<file path="src/design/double_ended_priority_queue_macros.svh">
// Assertion macros for the double-ended priority queue design.
// Depends on nothing; included by the files that carry assertions.
`ifndef DOUBLE_ENDED_PRIORITY_QUEUE_MACROS_SVH
`define DOUBLE_ENDED_PRIORITY_QUEUE_MACROS_SVH

// Checks that the consequent holds in the same cycle as the antecedent.
`define DEPQ_ASSERT_SAME(label, clk, rstn, ante, cons, msg) \
    label: assert property (@(posedge clk) disable iff (!(rstn)) (ante) |-> (cons)) \
        else $error(msg);

// Checks that the consequent holds in the cycle after the antecedent.
`define DEPQ_ASSERT_NEXT(label, clk, rstn, ante, cons, msg) \
    label: assert property (@(posedge clk) disable iff (!(rstn)) (ante) |=> (cons)) \
        else $error(msg);

`endif

</file>
<file path="src/design/depq_pkg.sv">
// Shared types and constants of the double-ended priority queue.
// Depends on nothing; used by depq_cell and double_ended_priority_queue.
package depq_pkg;

    // Default sizes of the queue.
    localparam int CAPACITY_DEF   = 128;
    localparam int VALUE_BITS_DEF = 32;

    // Fixed widths of the request and result fields.
    localparam int MODE_BITS   = 2;
    localparam int FIELD_BITS  = 32;
    localparam int STATUS_BITS = 2;
    localparam int COUNT_BITS  = 8;

    // Request modes.
    localparam logic [MODE_BITS-1:0] MODE_INSERT  = 2'd0;
    localparam logic [MODE_BITS-1:0] MODE_POP_MAX = 2'd1;
    localparam logic [MODE_BITS-1:0] MODE_POP_MIN = 2'd2;

    // Result status codes.
    localparam logic [STATUS_BITS-1:0] ST_OK    = 2'd0;
    localparam logic [STATUS_BITS-1:0] ST_EMPTY = 2'd1;
    localparam logic [STATUS_BITS-1:0] ST_FULL  = 2'd2;

    // Update command broadcast to every cell of the chain.
    typedef struct packed {
        logic insert;
        logic pop_max;
        logic pop_min;
    } cell_ctrl_t;

    // Flags that a cell hands to its upper neighbor.
    typedef struct packed {
        logic occ;    // cell holds a valid pair
        logic lo_le;  // low entry <= value being inserted
        logic hi_le;  // high entry <= value being inserted
    } cell_link_t;

endpackage

</file>
<file path="src/design/depq_cell.sv">
// One cell of the folded sorted chain: holds the i-th smallest and i-th largest value.
// Depends on depq_pkg; instantiated by double_ended_priority_queue.
module depq_cell #(
    parameter int VALUE_BITS = depq_pkg::VALUE_BITS_DEF
) (
    input  logic                    aclk,
    input  depq_pkg::cell_ctrl_t    ctrl,
    input  logic [VALUE_BITS-1:0]   ins_value,
    input  logic                    occ,
    input  depq_pkg::cell_link_t    prev_link,
    input  logic [VALUE_BITS-1:0]   prev_lo,
    input  logic [VALUE_BITS-1:0]   prev_hi,
    input  logic                    next_occ,
    input  logic [VALUE_BITS-1:0]   next_lo,
    input  logic [VALUE_BITS-1:0]   next_hi,
    output depq_pkg::cell_link_t    link,
    output logic [VALUE_BITS-1:0]   lo,
    output logic [VALUE_BITS-1:0]   hi
);

    logic [VALUE_BITS-1:0] lo_reg;
    logic [VALUE_BITS-1:0] lo_next;
    logic [VALUE_BITS-1:0] hi_reg;
    logic [VALUE_BITS-1:0] hi_next;
    logic                  lo_le;
    logic                  hi_le;
    logic                  eff_valid;
    logic [VALUE_BITS-1:0] eff_lo;
    logic [VALUE_BITS-1:0] eff_hi;
    logic                  eff_lo_le;
    logic                  eff_hi_le;

    // Compare both held entries against the value being inserted.
    assign lo_le = $signed(lo_reg) <= $signed(ins_value);
    assign hi_le = $signed(hi_reg) <= $signed(ins_value);

    // An empty cell just above the last full one sees that cell's pair crossed over.
    always_comb begin
        eff_valid = occ || prev_link.occ;
        eff_lo    = occ ? lo_reg : prev_hi;
        eff_hi    = occ ? hi_reg : prev_lo;
        eff_lo_le = occ ? lo_le  : prev_link.hi_le;
        eff_hi_le = occ ? hi_le  : prev_link.lo_le;
    end

    // Next pair: shift in from a neighbor, take the new value, move the other entry over, or hold.
    always_comb begin
        lo_next = lo_reg;
        hi_next = hi_reg;
        if (ctrl.insert) begin
            if (eff_valid && eff_lo_le) begin
                lo_next = eff_lo;
            end else if (prev_link.lo_le) begin
                lo_next = ins_value;
            end else begin
                lo_next = prev_lo;
            end
            if (prev_link.hi_le) begin
                hi_next = prev_hi;
            end else if (eff_valid && !eff_hi_le) begin
                hi_next = eff_hi;
            end else begin
                hi_next = ins_value;
            end
        end else if (ctrl.pop_max) begin
            hi_next = next_occ ? next_hi : lo_reg;
        end else if (ctrl.pop_min) begin
            lo_next = next_occ ? next_lo : hi_reg;
        end
    end

    // Pair storage; payload only, so no reset.
    always_ff @(posedge aclk) begin
        lo_reg <= lo_next;
        hi_reg <= hi_next;
    end

    assign link = '{occ: occ, lo_le: lo_le, hi_le: hi_le};
    assign lo   = lo_reg;
    assign hi   = hi_reg;

endmodule

</file>
<file path="config.mk">
export PLATFORM = sky130hd
export DESIGN_NAME = depq_cell
export DESIGN_NICKNAME = d
export VERILOG_FILES = /design/src/design/double_ended_priority_queue_macros.svh /design/src/design/depq_pkg.sv /design/src/design/depq_cell.sv
export SDC_FILE = /design/constraint.sdc
export NUM_CORES = 1
export LEC_CHECK = 0
export BUFFER_PORTS_ARGS = -buffer_cell sky130_fd_sc_hd__buf_2
export CAP_MARGIN = 40
export CORE_MARGIN = 10
export CORE_UTILIZATION = 25
export DETAILED_ROUTE_END_ITERATION = 10
export PLACE_DENSITY = 0.46
export SKIP_LAST_GASP = 1
export SLEW_MARGIN = 20
export SYNTH_ARGS = -nofsm -noshare
export SYNTH_HDL_FRONTEND = slang
export SYNTH_SLANG_ARGS = --single-unit
</file>
<file path="constraint.sdc">
create_clock -name aclk -period 13.7 [get_ports aclk]
set_input_delay 0.685 -clock aclk [delete_from_list [all_inputs] [get_ports aclk]]
set_output_delay 0.685 -clock aclk [all_outputs]
set_load 0.005 [all_outputs]
</file>
==> reports/qor.csv <==
metric,value,unit
vias in the first global route,6229,
"FFs w/ async S/R, synth",0,%
slew margin rel.,49.0,%
Hold WS,686,ps
io pins,236,
cell total after placement,1176,
Worst EP required,13710,ps
final setup margin,9680,ps
drt initial violations,264,
DRC Markers,0,
min Tclk post-route,4020,ps
worst setup path category,primary input to flip-flop,
CTS tree,built,
clock sink count,64,
CP startpoint kind,primary input,
Post-CTS Hold Buffers,0,
largest net degree at the start of global routing,47,
Core Region,25000,um2
Synth Area per Inst,9.87,um2
final hold vios,0,
Comb power frac,38.9,%
Final Skew,8.05,ps
Worst-Margin Slew,765,ps
DPL Wire Length,18900,um
worst min-delay path category,flip-flop to flip-flop,
VDD IR-drop max,0.0549,mV
net switching power figure,297,uW
total routed wirelength,24400,um
Synth Flop Type,edfxtp_1,
row count,58,
synth top area cells,"edfxtp_1, mux2i_1, ha_1",
Clk pwr share,26.8,%
post-synth top area share,30.4,%
Final period util,29.4,%
Post-CTS Setup Inserts,0,
outcome,completed,
MaxCap Viol Count,0,
Setup-failing EPs final,0,
final non-filler cell total,1193,
CTS buffer count,9,
worst-path cell with the longest stage delay,a31oi_4,
"flops & latches, synth",64,
routability cong.,0.771,
Yosys warnings,0,
area of the mapped netlist,6330,um2
Post-synth EDFFs,64,
CTS root buf,clkbuf_16,
Crit path buffers/inverters,3,
sw frac,35.0,%
P_leak,3.88,nW
Area Overhead vs Synth,28.6,%
Die Span X,179,um
most frequent cells in the layout,"buf_2, mux2i_1, ha_1, edfxtp_1, a21oi_1",
Placement Cell Area,7850,um2
critical path arrival,4030,ps
Power Density,104,nW/um2
Final Instance Area,8130,um2
sequential element share of the synthesized area,30.4,%
"most common cell after layout, fill and taps aside",buf_2,
Critical Path Fanout Max,17,
"Remaining Overflow, GRT",0,
Die H,179,um
vias per cell,4.89,
GRT Resource Usage Total,14.9,%
global-route wire length before repair,36500,um
post-CTS sizing,0,
initial core utilization,25.3,%
share of cells above drive strength 1,34.3,%
part of the power in registers,34.3,%
via count,5835,
die area,32100,um2
antenna violations before repair,1,
Power Internal,552,uW
CP peak stage delay,700,ps
"CP delay by family, top",compound AO/OA/AOI/OAI gates,
TritonRoute pass-1 iters,5,
nets,1090,
Setup crit end kind,flip-flop,
Final TNS setup,0,ps
post-layout util,32.5,%
unrepaired setup endpoints after global routing,false,
Worst Setup SP,ins_value[31],
"area leader, netlist",edfxtp_1,
Worst-path clk slew,50,ps
Pwr Total,849,uW
post-synth cell types,45,
max-slew violations,0,
per-cell routed wire length,20.5,um
Fmax,249,MHz
worst-path cell chain,"buf_2, inv_1, ha_1, and4_4, nand2_1, a2111oi_1, a311oi_2, nand3_1, o211ai_1, a31oi_4, buf_4",
port buffer count,235,
"antenna viol nets, final",0,
Critical R2R Launch,lo[31],
H-tree level count,3,
clk buf depth,2,
Syn Inst Count,641,
post-synth net total,874,
dpl ws,9170,ps
hold_sp,hi[0],
worst-skew pair later-pin latency,340,ps
## routing by layer
metal  routed length, um  GRT usage [%]  up-vias
met2               11800           24.9      171
li1                    -              -     2893
met1               10800           18.7     2759
met4                 201           3.00        0
met3                1690           4.06       12
met5                   0              0        -
## area by class of cell
cell class                 instances  area [um2]
sequential                        64        1920
clock inverter                     5        47.5
timing repair buffer             246        1280
tap                              330         413
inverter                          39         146
antenna                            1        2.50
multi-input combinational        497        4090
fill                            2667       16900
clock buffer                      11         233
## cell families (layout without fill, tap and decap cells)
group	Yosys count	count (layout)	synth area share [%]
flip-flops	64	64	30.4
AND/OR/NAND/NOR	119	119	10.1
AO/OA/AOI/OAI	154	154	15.3
multiplexers	160	160	25.9
buffers and inverters	80	301	5.64
other	0	1	0
adder cells (fa/ha/maj)	64	64	12.7
## worst reg2reg max path: stages, from the launching register on
cell and delay (ps):
edfxtp_1 450, ha_1 460, and4_4 280, nand2_1 140, a2111oi_1 660, a311oi_2 180, nand3_1 130, o211ai_1 170
a31oi_4 700, buf_4 450
## Yosys cell counts, types with 2 or more instances
cell / instances
nand3_1: 11
o22ai_1: 31
mux2i_1: 129
nand2_1: 10
buf_1: 2
a221o_1: 2
buf_4: 3
o211ai_1: 2
edfxtp_1: 64
o21ai_1: 2
ha_1: 64
nand4_1: 12
nand2b_1: 32
clkbuf_1: 30
a221oi_1: 2
a41oi_1: 2
nor2b_1: 3
o21ai_0: 5
mux2_2: 31
a31oi_1: 32
a21oi_1: 53
and4_1: 3
buf_6: 6
a21o_1: 12
nor2_1: 40
inv_1: 39
## power groups by stage
stage | Clock (mW) | Combinational [mW] | Sequential [mW]
2_1_floorplan | 0 | 0.209 | 0.288
3_3_place_gp | 0 | 0.333 | 0.297
3_5_place_dp | 0 | 0.334 | 0.296
4_1_cts | 0.233 | 0.336 | 0.292
5_1_grt | 0.243 | 0.370 | 0.296
6_report | 0.227 | 0.330 | 0.292
## path summary, 6_finish.rpt
| kind | to | slack [ps] | cells past startpoint |
|---|---|---|---|
| worst max-delay path | lo[2] | 9680 | 11 |
| worst max register to register | lo[2] | 9740 | 9 |
| worst min-delay path | lo[0] | 690 | 2 |
| worst min register to register | lo[0] | 690 | 2 |
(Power assumes the default switching activity.)
